`config.mk`:
```
export PLATFORM = sky130hd
export DESIGN_NAME = stepper_full_half_step_sequencer_top
export DESIGN_NICKNAME = d
export VERILOG_FILES = /design/src/rtl/stpseq_pkg.sv /design/src/rtl/stepper_full_half_step_sequencer_top.sv
export VERILOG_INCLUDE_DIRS = /design/src /design/src/rtl
export SDC_FILE = /design/constraint.sdc
export NUM_CORES = 1
export LEC_CHECK = 0
export ABC_CLOCK_PERIOD_IN_PS = 2500
export BUFFER_PORTS_ARGS = -buffer_cell sky130_fd_sc_hd__buf_2
export CELL_PAD_IN_SITES_DETAIL_PLACEMENT = 1
export CELL_PAD_IN_SITES_GLOBAL_PLACEMENT = 1
export CORE_ASPECT_RATIO = 1.25
export CORE_MARGIN = 8
export CORE_UTILIZATION = 40
export CTS_CLUSTER_DIAMETER = 30
export DETAILED_ROUTE_END_ITERATION = 7
export PLACE_DENSITY_LB_ADDON = 0.08
export SYNTH_ARGS = -nofsm -noshare
export SYNTH_HDL_FRONTEND = slang
export SYNTH_SLANG_ARGS = --single-unit
```
`constraint.sdc`:
```
create_clock -name aclk -period 2.5 [get_ports aclk]
set_clock_uncertainty 0.05 [all_clocks]
set_input_delay 0.25 -clock aclk [delete_from_list [all_inputs] [get_ports aclk]]
set_output_delay 0.25 -clock aclk [all_outputs]
set_load 0.02 [all_outputs]
```
`src/rtl/assert_macros.svh`:
```
// Assertion macros shared by the sequencer RTL.
// No dependencies; simulation builds get the checks, synthesis gets empty bodies.
`ifndef ASSERT_MACROS_SVH
`define ASSERT_MACROS_SVH
`ifndef SYNTHESIS
// Property checked at every clock edge outside reset.
`define ASSERT_PROP(lbl, clk, rst_n, prop, msg) \
    lbl: assert property (@(posedge clk) disable iff (!rst_n) (prop)) else $error(msg);
// Antecedent in this cycle implies consequent in the next one.
`define ASSERT_NEXT(lbl, clk, rst_n, ante, cons, msg) \
    lbl: assert property (@(posedge clk) disable iff (!rst_n) (ante) |=> (cons)) \
        else $error(msg);
`else
`define ASSERT_PROP(lbl, clk, rst_n, prop, msg)
`define ASSERT_NEXT(lbl, clk, rst_n, ante, cons, msg)
`endif
`endif

```
`src/rtl/stpseq_pkg.sv`:
```
// Types, widths and pin tables for the stepper full/half-step sequencer.
// No dependencies; imported by the top level.
package stpseq_pkg;

    localparam int COUNT_BITS  = 24;
    localparam int PERIOD_BITS = 20;

    localparam logic [PERIOD_BITS-1:0] STEP_PERIOD_RESET = PERIOD_BITS'(18000);

    typedef enum logic [1:0] {
        OP_TICK  = 2'd0,
        OP_START = 2'd1,
        OP_STOP  = 2'd2
    } op_t;

    // Pin vector bits: 0 ain1, 1 ain2, 2 bin1, 3 bin2
    localparam logic [3:0] PIN_A1 = 4'b0001;
    localparam logic [3:0] PIN_A2 = 4'b0010;
    localparam logic [3:0] PIN_B1 = 4'b0100;
    localparam logic [3:0] PIN_B2 = 4'b1000;
    localparam logic [3:0] PIN_NONE = 4'b0000;

    localparam logic [3:0] FULL_FWD_SET [4] = '{PIN_A1, PIN_B2, PIN_A2, PIN_B1};
    localparam logic [3:0] FULL_FWD_CLR [4] = '{PIN_A2, PIN_B1, PIN_A1, PIN_B2};
    localparam logic [3:0] FULL_REV_SET [4] = '{PIN_B2, PIN_A1, PIN_B1, PIN_A2};
    localparam logic [3:0] FULL_REV_CLR [4] = '{PIN_B1, PIN_A2, PIN_B2, PIN_A1};
    localparam logic [3:0] HALF_FWD_SET [8] =
        '{PIN_A1, PIN_NONE, PIN_B2, PIN_NONE, PIN_A2, PIN_NONE, PIN_B1, PIN_NONE};
    localparam logic [3:0] HALF_FWD_CLR [8] =
        '{PIN_NONE, PIN_A2, PIN_NONE, PIN_B1, PIN_NONE, PIN_A1, PIN_NONE, PIN_B2};
    localparam logic [3:0] HALF_REV_SET [8] =
        '{PIN_B2, PIN_NONE, PIN_A1, PIN_NONE, PIN_B1, PIN_NONE, PIN_A2, PIN_NONE};
    localparam logic [3:0] HALF_REV_CLR [8] =
        '{PIN_NONE, PIN_B1, PIN_NONE, PIN_A2, PIN_NONE, PIN_B2, PIN_NONE, PIN_A1};

    typedef struct packed {
        op_t                   op;
        logic                  direction;
        logic                  half_mode;
        logic [COUNT_BITS-1:0] step_count;
        logic                  continuous;
    } in_item_t;

    typedef struct packed {
        logic ain1;
        logic ain2;
        logic bin1;
        logic bin2;
        logic busy_res;
        logic done_res;
    } out_item_t;

endpackage

```
`src/rtl/stepper_full_half_step_sequencer_top.sv`:
```
// Stepper full/half-step sequencer: drives the four H-bridge inputs.
// The result for an input transaction is registered and valid in the next cycle.
// Throughput: one transaction per cycle while m_ready is high; the result register lets
// s_ready stay high while the held result is taken in the same cycle.
// Reset: synchronous, active-low aresetn; pins, phases, step count, timer and flags
// clear, period_reg returns to 18000.
`include "assert_macros.svh"

module stepper_full_half_step_sequencer_top
    import stpseq_pkg::*;
(
    input  logic                   aclk,
    input  logic                   aresetn,
    input  logic                   cfg_we,
    input  logic [PERIOD_BITS-1:0] cfg_wdata,
    input  logic                   s_valid,
    output logic                   s_ready,
    input  in_item_t               s_data,
    output logic                   m_valid,
    input  logic                   m_ready,
    output out_item_t              m_data
);

    logic [PERIOD_BITS-1:0] period_reg;
    logic [3:0]             pins_reg,  pins_next;
    logic [1:0]             fphase_reg, fphase_next;
    logic [2:0]             hphase_reg, hphase_next;
    logic [COUNT_BITS-1:0]  steps_reg, steps_next;
    logic [PERIOD_BITS-1:0] timer_reg, timer_next;
    logic                   busy_reg, busy_next;
    logic                   fwd_reg,  fwd_next;
    logic                   half_reg, half_next;
    logic                   cont_reg, cont_next;
    logic                   done_next;
    logic                   m_valid_reg;
    out_item_t              m_data_reg, m_data_next;

    logic                   accept;
    logic                   do_step;
    logic                   step_fwd;
    logic                   step_half;
    logic [3:0]             set_mask, clr_mask;

    assign s_ready = !m_valid_reg || m_ready;
    assign accept  = s_valid && s_ready;
    assign m_valid = m_valid_reg;
    assign m_data  = m_data_reg;

    // Move control: decides the new flags, counters and whether a step fires
    always_comb begin
        busy_next  = busy_reg;
        fwd_next   = fwd_reg;
        half_next  = half_reg;
        cont_next  = cont_reg;
        steps_next = steps_reg;
        timer_next = timer_reg;
        done_next  = 1'b0;
        do_step    = 1'b0;
        unique case (s_data.op)
            OP_START: begin
                if (s_data.step_count != '0 || s_data.continuous) begin
                    busy_next  = 1'b1;
                    fwd_next   = s_data.direction;
                    half_next  = s_data.half_mode;
                    cont_next  = s_data.continuous;
                    steps_next = s_data.continuous ? '0 : s_data.step_count - 1'b1;
                    do_step    = 1'b1;
                end
            end
            OP_STOP: begin
                busy_next  = 1'b0;
                steps_next = '0;
                timer_next = '0;
            end
            OP_TICK: begin
                if (busy_reg) begin
                    if (timer_reg > PERIOD_BITS'(1)) begin
                        timer_next = timer_reg - 1'b1;
                    end else if (cont_reg) begin
                        do_step = 1'b1;
                    end else if (steps_reg != '0) begin
                        steps_next = steps_reg - 1'b1;
                        do_step    = 1'b1;
                    end else begin
                        timer_next = '0;
                        busy_next  = 1'b0;
                        done_next  = 1'b1;
                    end
                end
            end
            default: begin
            end
        endcase
    end

    // Step datapath: table lookup at the current phase, then advance pins and phase; a stop clears the pins
    always_comb begin
        step_fwd  = fwd_next;
        step_half = half_next;
        if (step_half) begin
            set_mask = step_fwd ? HALF_FWD_SET[hphase_reg] : HALF_REV_SET[hphase_reg];
            clr_mask = step_fwd ? HALF_FWD_CLR[hphase_reg] : HALF_REV_CLR[hphase_reg];
        end else begin
            set_mask = step_fwd ? FULL_FWD_SET[fphase_reg] : FULL_REV_SET[fphase_reg];
            clr_mask = step_fwd ? FULL_FWD_CLR[fphase_reg] : FULL_REV_CLR[fphase_reg];
        end
        pins_next   = pins_reg;
        fphase_next = fphase_reg;
        hphase_next = hphase_reg;
        if (s_data.op == OP_STOP) begin
            pins_next = '0;
        end else if (do_step) begin
            pins_next = (pins_reg & ~clr_mask) | set_mask;
            if (step_half) begin
                hphase_next = hphase_reg + 1'b1;
            end else begin
                fphase_next = fphase_reg + 1'b1;
            end
        end
    end

    always_comb begin
        m_data_next.ain1     = pins_next[0];
        m_data_next.ain2     = pins_next[1];
        m_data_next.bin1     = pins_next[2];
        m_data_next.bin2     = pins_next[3];
        m_data_next.busy_res = busy_next;
        m_data_next.done_res = done_next;
    end

    always_ff @(posedge aclk) begin
        if (!aresetn) begin
            period_reg  <= STEP_PERIOD_RESET;
            pins_reg    <= '0;
            fphase_reg  <= '0;
            hphase_reg  <= '0;
            steps_reg   <= '0;
            timer_reg   <= '0;
            busy_reg    <= 1'b0;
            fwd_reg     <= 1'b0;
            half_reg    <= 1'b0;
            cont_reg    <= 1'b0;
            m_valid_reg <= 1'b0;
        end else begin
            if (cfg_we) begin
                period_reg <= cfg_wdata;
            end
            if (accept) begin
                pins_reg   <= pins_next;
                fphase_reg <= fphase_next;
                hphase_reg <= hphase_next;
                steps_reg  <= steps_next;
                // a step reloads the interval for the mode of the move
                timer_reg  <= do_step ? (step_half ? period_reg >> 1 : period_reg)
                                      : timer_next;
                busy_reg   <= busy_next;
                fwd_reg    <= fwd_next;
                half_reg   <= half_next;
                cont_reg   <= cont_next;
            end
            if (accept) begin
                m_valid_reg <= 1'b1;
            end else if (m_ready) begin
                m_valid_reg <= 1'b0;
            end
        end
    end

    always_ff @(posedge aclk) begin
        if (accept) begin
            m_data_reg <= m_data_next;
        end
    end

    `ASSERT_PROP(a_idle_clear, aclk, aresetn, !busy_reg |-> (timer_reg == '0 && steps_reg == '0), "idle with timer or count left")
    `ASSERT_PROP(a_cont_no_count, aclk, aresetn, (busy_reg && cont_reg) |-> steps_reg == '0, "continuous move holds a step count")
    `ASSERT_PROP(a_done_not_busy, aclk, aresetn, (m_valid_reg && m_data_reg.done_res) |-> !m_data_reg.busy_res, "done reported with busy")
    `ASSERT_NEXT(a_result_follows, aclk, aresetn, accept, m_valid_reg && m_data_reg.busy_res == busy_reg, "no result after transaction")

endmodule
```
# After elaboration in Yosys (flattened, before gate mapping)
# Memories as Yosys holds them, arrays and structs flattened.
# Index checks and enable logic that the tools add are counted.
# totals
reg_bits	84
romBits	128
inputBits	54
out_inout_bits	8
memories	4
# op_classes
n_lt_le_gt_ge	3
muxes	59
n_reduce_logical	16
eq_ne	10
bitwise_logic	9
add_sub_neg	5
# mem_list
name	words	word_bits	rd	rd_clocked_by_memory_dff	write_ports	line_no	source
(name not given)	8	4	1	0	0	stepper_full_half_step_sequencer_top.sv:102	clr_mask = step_fwd ? HALF_FWD_CLR[hphase_reg] : HALF_REV_CLR[hphase_reg];
(name not given)	8	4	1	0	0	stepper_full_half_step_sequencer_top.sv:102	
(name not given)	8	4	1	0	0	stepper_full_half_step_sequencer_top.sv:101	set_mask = step_fwd ? HALF_FWD_SET[hphase_reg] : HALF_REV_SET[hphase_reg];
(name not given)	8	4	1	0	0	stepper_full_half_step_sequencer_top.sv:101	
# ops
operator	n
$mux W24	6
$mux W20	6
$mux W4	24
$pmux W24 S3	1
$reduce_bool A24 Y1	2
$sub A24 B1 Y24 const B	2
$pmux W20 S2	1
$bmux W4 S2	4
$gt A20 B1 Y1 const B	1
$sub A20 B1 Y20 const B	1
$mux W1	15
$ne A2 B2 Y1 const B	5
$ne A4 B4 Y1 const B	2
$reduce_and A4 Y1	2
$reduce_and A7 Y1	1
$reduce_bool A3 Y1	2
$reduce_and A5 Y1	1
$and A4 B4 Y4	1
$ge A4 B4 Y1 const B	1
$not A1 Y1	4
$not A3 Y4	1
$not A4 Y4	1
$or A4 B4 Y4	1
$reduce_or A4 Y1	1
15 further kinds	16

# Logic depth before layout (Yosys ltp)
# Gate-level depths: netlist (run 1).
# logic_depth
word_depth	11
depth_mapped	11
mapped_depth_nobuf	9

# Worst setup path before layout (run 1)
# OpenSTA, ideal clock, no wires.
# synth_timing
path_type	in2reg
start	in s_data[19] (netlist name)
end	reg m_data_reg, in the netlist m_data[2], data pin
setup_time_ps	265
arrival_time_ps	2396
required_ps	2185
cell_stages	9
slack_ps	-211
cell_sequence	or4_1 buf_2 or4_4 o211ai_4 nand2_4 buf_6 mux2i_1 o221ai_1 a21oi_1
# synth_between
elab_chain_len	11
# synth_rtl
element	line_no	source
start: declaration	stepper_full_half_step_sequencer_top.sv:18	input in_item_t s_data,
$reduce_bool A24 Y1 *	stepper_full_half_step_sequencer_top.sv:61	if (s_data.step_count != '0 || s_data.continuous) begin
$logic_or A1 B1 Y1 *	stepper_full_half_step_sequencer_top.sv:61	
$mux W1	stepper_full_half_step_sequencer_top.sv:61	
$mux W1	stepper_full_half_step_sequencer_top.sv:59	unique case (s_data.op)
$mux W4 (on tied branches)	stepper_full_half_step_sequencer_top.sv:105, stepper_full_half_step_sequencer_top.sv:102	
$mux W4	stepper_full_half_step_sequencer_top.sv:100	if (step_half) begin
$not A4 Y4	stepper_full_half_step_sequencer_top.sv:113	pins_next = (pins_reg & ~clr_mask) | set_mask;
$and A4 B4 Y4	stepper_full_half_step_sequencer_top.sv:113	
$or A4 B4 Y4	stepper_full_half_step_sequencer_top.sv:113	
$mux W4 *	stepper_full_half_step_sequencer_top.sv:112	end else if (do_step) begin
$mux W4 *	stepper_full_half_step_sequencer_top.sv:110	if (s_data.op == OP_STOP) begin
named net pins_next[3]	stepper_full_half_step_sequencer_top.sv:25	logic [3:0] pins_reg, pins_next;
end signal: assignment	stepper_full_half_step_sequencer_top.sv:171	m_data_reg <= m_data_next;
end: declaration	stepper_full_half_step_sequencer_top.sv:36	out_item_t m_data_reg, m_data_next;
# Mark *: on every way through the listed nets, which the timed path passes. The rest lies on a longest branch.
# A chain may end at the register's enable or synchronous reset.

# Worst setup path after layout (run 1)
# layout_timing
start	reg timer_reg[0]
end	reg pins_reg[0]
# layout_between
elab_chain_len	6
# layout_rtl
element	line_no	source
start: declaration	stepper_full_half_step_sequencer_top.sv:29	logic [PERIOD_BITS-1:0] timer_reg, timer_next;
start signal: assignment	stepper_full_half_step_sequencer_top.sv:154	timer_reg <= do_step ? (step_half ? period_reg >> 1 : period_reg)
$gt A20 B1 Y1	stepper_full_half_step_sequencer_top.sv:77	if (timer_reg > PERIOD_BITS'(1)) begin
$mux W1	stepper_full_half_step_sequencer_top.sv:77	
$mux W1	stepper_full_half_step_sequencer_top.sv:76	if (busy_reg) begin
$pmux W1 S2	stepper_full_half_step_sequencer_top.sv:59	
$mux W4	stepper_full_half_step_sequencer_top.sv:112	
$mux W4	stepper_full_half_step_sequencer_top.sv:110	
end signal: assignment	stepper_full_half_step_sequencer_top.sv:149	pins_reg <= pins_next;
end: declaration	stepper_full_half_step_sequencer_top.sv:25	
# No other way between the ends.

==> results of run 1 <==
## worst reg2reg max path: cells and delay by family, from the launching register on
family / cells / cell delay (ns)
AOI/OAI and AO/OA: 3 / 0.56
adders and majority gates: 1 / 0.17
buffers and inverters: 4 / 0.63
DFF: 1 / 0.37
and+or+nand+nor: 4 / 0.85
## metrics by stage
stage                     util [%]  worst slack, ns
final                         58.2           -0.207
after detailed placement      49.2           -0.540
after global placement        49.2           -0.527
after CTS                     54.6           -0.101
after global routing          58.2           -0.329
after floorplan                  -           -0.177
## cells in the final DEF (no fill, tap or decap), types with 13 or more instances in the layout
master / instances
clkbuf_16: 13
o21ai_0: 50
a21oi_4: 14
nor4_1: 17
nand2_1: 57
a21oi_1: 42
inv_1: 21
nand3_1: 31
mux2i_1: 32
ha_1: 19
buf_2: 61
dfxtp_1: 77
nor2_1: 65
o21ai_1: 31
buf_4: 110
nor3_1: 26
## report_power, final
group | switching [W] | internal [W]
registers | 0.0000555 | 0.00142
logic | 0.000828 | 0.000619
clock network | 0.000624 | 0.000915
total | 0.00151 | 0.00295
## path summary, 6_finish.rpt
check                                      end  cells past startpoint  slack, ns           from
worst max-delay path               pins_reg[0]                     12      -0.21   timer_reg[0]
worst min-delay path            period_reg[10]                      3       0.07  cfg_wdata[10]
worst max register to register     pins_reg[0]                     12      -0.21   timer_reg[0]
worst min register to register    timer_reg[6]                      2       0.41   timer_reg[6]
## timing repair
action                     4_1_cts  5_1_grt
pin swaps                       20       45
buffers inserted                10        8
cloned                           2        5
gates resized for setup         68       87
setup endpoints to repair       57       57
## layout make-up
cell class	instances	area [um^2]
well taps	178	223
multi-input cells	607	4330
inverters	22	82.6
clock buffers	10	239
clock inverters	6	92.6
repair buffers	193	1530
fillers	1689	5920
flip-flops and latches	84	1740
## layer usage
layer	vias up	wire length (um)	global-route usage, %	share of wire [%]
li1	3081	-	-	-
met1	3220	8930	26.4	39
met2	167	12100	42.6	53
met3	54	879	3.51	3.9
met4	0	837	12.5	3.7
met5	-	0	0	0
## cells by family after synthesis
logic type,after synthesis,share of synthesized area (%)
and+or+nand+nor,302,26.8
AOI/OAI and AO/OA,232,24.6
DFF,84,30.5
buffers and inverters,64,4.87
muxes,32,5.61
xor gates and xnor gates,22,3.38
adders and majority gates,19,4.17
==> results.json, run 1 <==
{
  "synth_cells": 755,
  "fmax_ghz": 0.369,
  "yosysUniqueCellTypes": 67,
  "yosysMostFrequentCell": "o21ai_0",
  "ys_seq_elements": 84,
  "diodes": 0,
  "worstPathArrival_ns": 2.93,
  "rsz0062_at_grt": "yes",
  "max-clock-path-buffers": 2,
  "slew_headroom_pct": 59.9,
  "crit_path_max_fanout": 7,
  "crit_required_ns": 2.73,
  "grt_max_degree": 38,
  "initial_utilization_pct": 40.3,
  "finalSetupViolCount": 55,
  "setup-tns-final_ns": -5.20,
  "avgSynthCellArea_um2": 7.56,
  "design.core.area_um2": 14200,
  "vias": 6522,
  "cts_sinks": 84,
  "tritoncts": "yes",
  "cap_violations": 0,
  "synthArstFlopShare_pct": 0,
  "finalPower_w": 0.00446,
  "ioPinCount": 62,
  "wirelength_um": 22700,
  "drt_first_pass_iters": 4,
  "design_area_um2": 8240,
  "drv_slew": 0,
  "violations": "negative setup slack",
  "path_clk_slew_ns": 0.07,
  "gp_congestion": 0.850,
  "syn-num-nets": 828,
  "cpPeakStageDelay_ns": 0.37,
  "placed_cells": 1059,
  "largest_register_ffs": 24,
  "ys_warn_count": 0,
  "cts_made_buffers": 9,
  "ir_drop_uv": 379,
  "ys_top_cells_by_area": "dfxtp_1 (27%), o21ai_0 (7.5%), a21oi_1 (5.7%), mux2i_1 (5.6%), nand2_1 (5.0%)",
  "nets": 990,
  "drc": 0,
  "worstMarginPinSlew_ns": 0.602,
  "setup_slack_ns": -0.207,
  "postRouteAntennaNets": 0,
  "period_minus_slack_ns": 2.71,
  "synth_area_um2": 5710,
  "leakagePower_nw": 3.38,
  "area_delta_synth_final_pct": 44.4,
  "die_h_um": 150,
  "synth_top_cell_by_area": "dfxtp_1",
  "portBuffers": 61,
  "critPathBufInv": 4,
  "clkLatencyLatePin_ns": 0.35,
  "drive_gt1_share_pct": 36.0,
  "wl_per_cell_um": 20.7,
  "cts_root_buf": "clkbuf_16",
  "path_class": "register to register",
  "cp_slowest_cell": "dfxtp_1",
  "critPathTopFamily": "simple AND/OR/NAND/NOR gates",
  "cp-end-kind": "register",
  "hold-worst-slack_ns": 0.0739,
  "dpl_cell_area_um2": 6970,
  "cp_cell_sequence": "inv_1 -> ha_1 -> nor2_1 -> nor4_1 -> nand4_1 -> buf_4 -> o31ai_4 -> buf_6 -> buf_6 -> nand4_1 -> o221ai_2 -> o2bb2ai_1",
  "fin_crit_sh_pct": 108,
  "ys_seq_area_share_pct": 30.5,
  "hold_class": "input port to register",
  "status": "finished with violations",
  "dp_hpwl_um": 15600,
  "gr-total-overflow": 0,
  "yosys.area.top_type_share_pct": 27.4,
  "hold_viol": 0,
  "grt_pass1_wl_um": 34800,
  "grt_antenna_before_repair": 0,
  "die_w_um": 123,
  "track_usage_pct": 23.8,
  "hold_buffers": 0,
  "dieArea_um2": 18400,
  "htree_levels": 3,
  "drt_iter0_drc": 347,
  "rows": 49,
  "synthTopCellsByCount": "o21ai_0 (85), dfxtp_1 (78), nand2_1 (76)",
  "synth_edf_count": 6,
  "grt_pass1_vias": 6871,
  "vias_per_cell": 5.93,
  "layout.cells.non_filler": 1100,
  "cp-start-kind": "register",
  "synth_flop_cell": "dfxtp_1",
  "power_density_nw_per_um2": 541
}
Power figures use the tool's default switching activity.
==> run 2, diff against run 1 <==
RECOVER_POWER = 50   (was not set)
==> run 2 against run 1 <==
The flow still finishes with violations (negative setup slack); combinational power hardly changed; sequential share of layout area hardly changed; first-iteration DRC count stayed put; sequential cell count stayed put; power hardly changed; register-to-register slack hardly changed; utilization hardly changed; critical path depth stayed put; setup slack stayed put.
==> results.json, run 2 (synthesis gave the netlist of run 1 again) <==
{
  "status": "finished with violations",
  "violations": "negative setup slack",
  "rsz0062_at_grt": "yes",
  "cp-start-kind": "register",
  "crit_path_max_fanout": 7,
  "cts_sinks": 84,
  "leakagePower_nw": 3.38,
  "track_usage_pct": 23.8,
  "grt_pass1_wl_um": 34800,
  "period_minus_slack_ns": 2.71,
  "fin_crit_sh_pct": 108,
  "crit_required_ns": 2.73,
  "drive_gt1_share_pct": 35.8,
  "nets": 990,
  "final_common_cell": "buf_4",
  "fmax_ghz": 0.369,
  "path_clk_slew_ns": 0.07,
  "cp_slowest_cell": "dfxtp_1",
  "drv_slew": 0,
  "critPathBufInv": 4,
  "finalPower_w": 0.00446,
  "power_density_nw_per_um2": 541,
  "worstMarginPinSlew_ns": 1.44,
  "hold_buffers": 0,
  "drt_iter0_drc": 347,
  "gp_congestion": 0.850,
  "cts_made_buffers": 9,
  "die_w_um": 123,
  "setup_slack_ns": -0.207,
  "vias": 6521,
  "drc": 0,
  "cp_cell_sequence": "inv_1 -> ha_1 -> nor2_1 -> nor4_1 -> nand4_1 -> buf_4 -> o31ai_4 -> buf_6 -> buf_6 -> nand4_1 -> o221ai_2 -> o2bb2ai_1",
  "hold-worst-slack_ns": 0.0745,
  "cpPeakStageDelay_ns": 0.37,
  "diodes": 0,
  "dp_hpwl_um": 15600,
  "grt_antenna_before_repair": 0,
  "tritoncts": "yes",
  "cts_root_buf": "clkbuf_16",
  "clkLatencyLatePin_ns": 0.35,
  "portBuffers": 61,
  "finalSetupViolCount": 55,
  "design.core.area_um2": 14200,
  "ioPinCount": 62,
  "mostFrequentLayoutCells": "buf_4 (110), dfxtp_1 (77), nor2_1 (65), buf_2 (60), nand2_1 (57)",
  "wl_per_cell_um": 20.7,
  "gr-total-overflow": 0,
  "worstPathArrival_ns": 2.93,
  "die_h_um": 150,
  "drt_first_pass_iters": 4,
  "rows": 49,
  "ir_drop_uv": 379,
  "area_delta_synth_final_pct": 44.4,
  "initial_utilization_pct": 40.3,
  "hold_class": "input port to register",
  "cap_violations": 0,
  "slew_headroom_pct": 4.26,
  "largest_register_ffs": 24,
  "path_class": "register to register",
  "grt_max_degree": 38,
  "vias_per_cell": 5.93,
  "postRouteAntennaNets": 0,
  "dieArea_um2": 18400,
  "wirelength_um": 22700,
  "grt_pass1_vias": 6871,
  "critPathTopFamily": "simple AND/OR/NAND/NOR gates",
  "post-place-ws_ns": -0.540,
  "hold_viol": 0,
  "cp-end-kind": "register",
  "htree_levels": 3,
  "max-clock-path-buffers": 2
}
run 2: timing repair:
item,CTS,global route
hold endpoints to repair,0,0
resized for setup,68,87
gates cloned,2,5
buffers inserted,10,8
endpoints found under the setup margin,57,57
pin swaps,20,45
run 2: layout make-up:
| cell class | count | area (um^2) |
|---|---|---|
| Clock inverter | 6 | 92.6 |
| Inverter | 22 | 82.6 |
| Tap cell | 178 | 223 |
| Clock buffer | 10 | 239 |
| Sequential cell | 84 | 1740 |
| Multi-Input combinational cell | 607 | 4330 |
| Fill cell | 1688 | 5920 |
| Timing Repair Buffer | 193 | 1530 |
run 2: per-stage QoR:
stage          cells  setup TNS, ns  util, %  area [um^2]
2_1_floorplan    755          -1.84        -         5830
5_1_grt         1100         -11.66     58.2         8240
3_5_place_dp    1059         -17.42     49.2         6970
6_report        1100          -5.35     58.2         8240
4_1_cts         1087          -1.75     54.6         7730
3_3_place_gp    1059         -12.48     49.2         6970
run 2: report_power, final:
group	switching, W	total, W	internal [W]
sequential	0.0000555	0.00147	0.00142
clock	0.000624	0.00154	0.000915
combinational	0.000828	0.00145	0.000619
total	0.00151	0.00446	0.00295
run 2: final timing paths:
check / from / endpoint / slack (ns) / depth (start not counted)
worst max-delay path: timer_reg[0] / pins_reg[0] / -0.21 / 12
worst min register to register: timer_reg[6] / timer_reg[6] / 0.41 / 2
worst max register to register: timer_reg[0] / pins_reg[0] / -0.21 / 12
worst min-delay path: cfg_wdata[10] / period_reg[10] / 0.07 / 3
run 2: worst min-delay path, cell delays in order:
cell and delay, ns:
buf_2 0.09, mux2i_1 0.06, nand2_1 0.06
run 2: routing by layer:
layer / global-route usage (%) / routed length [um]
met4: 12.5 / 837
met5: 0 / 0
met3: 3.51 / 878
met1: 26.4 / 8930
met2: 42.6 / 12100
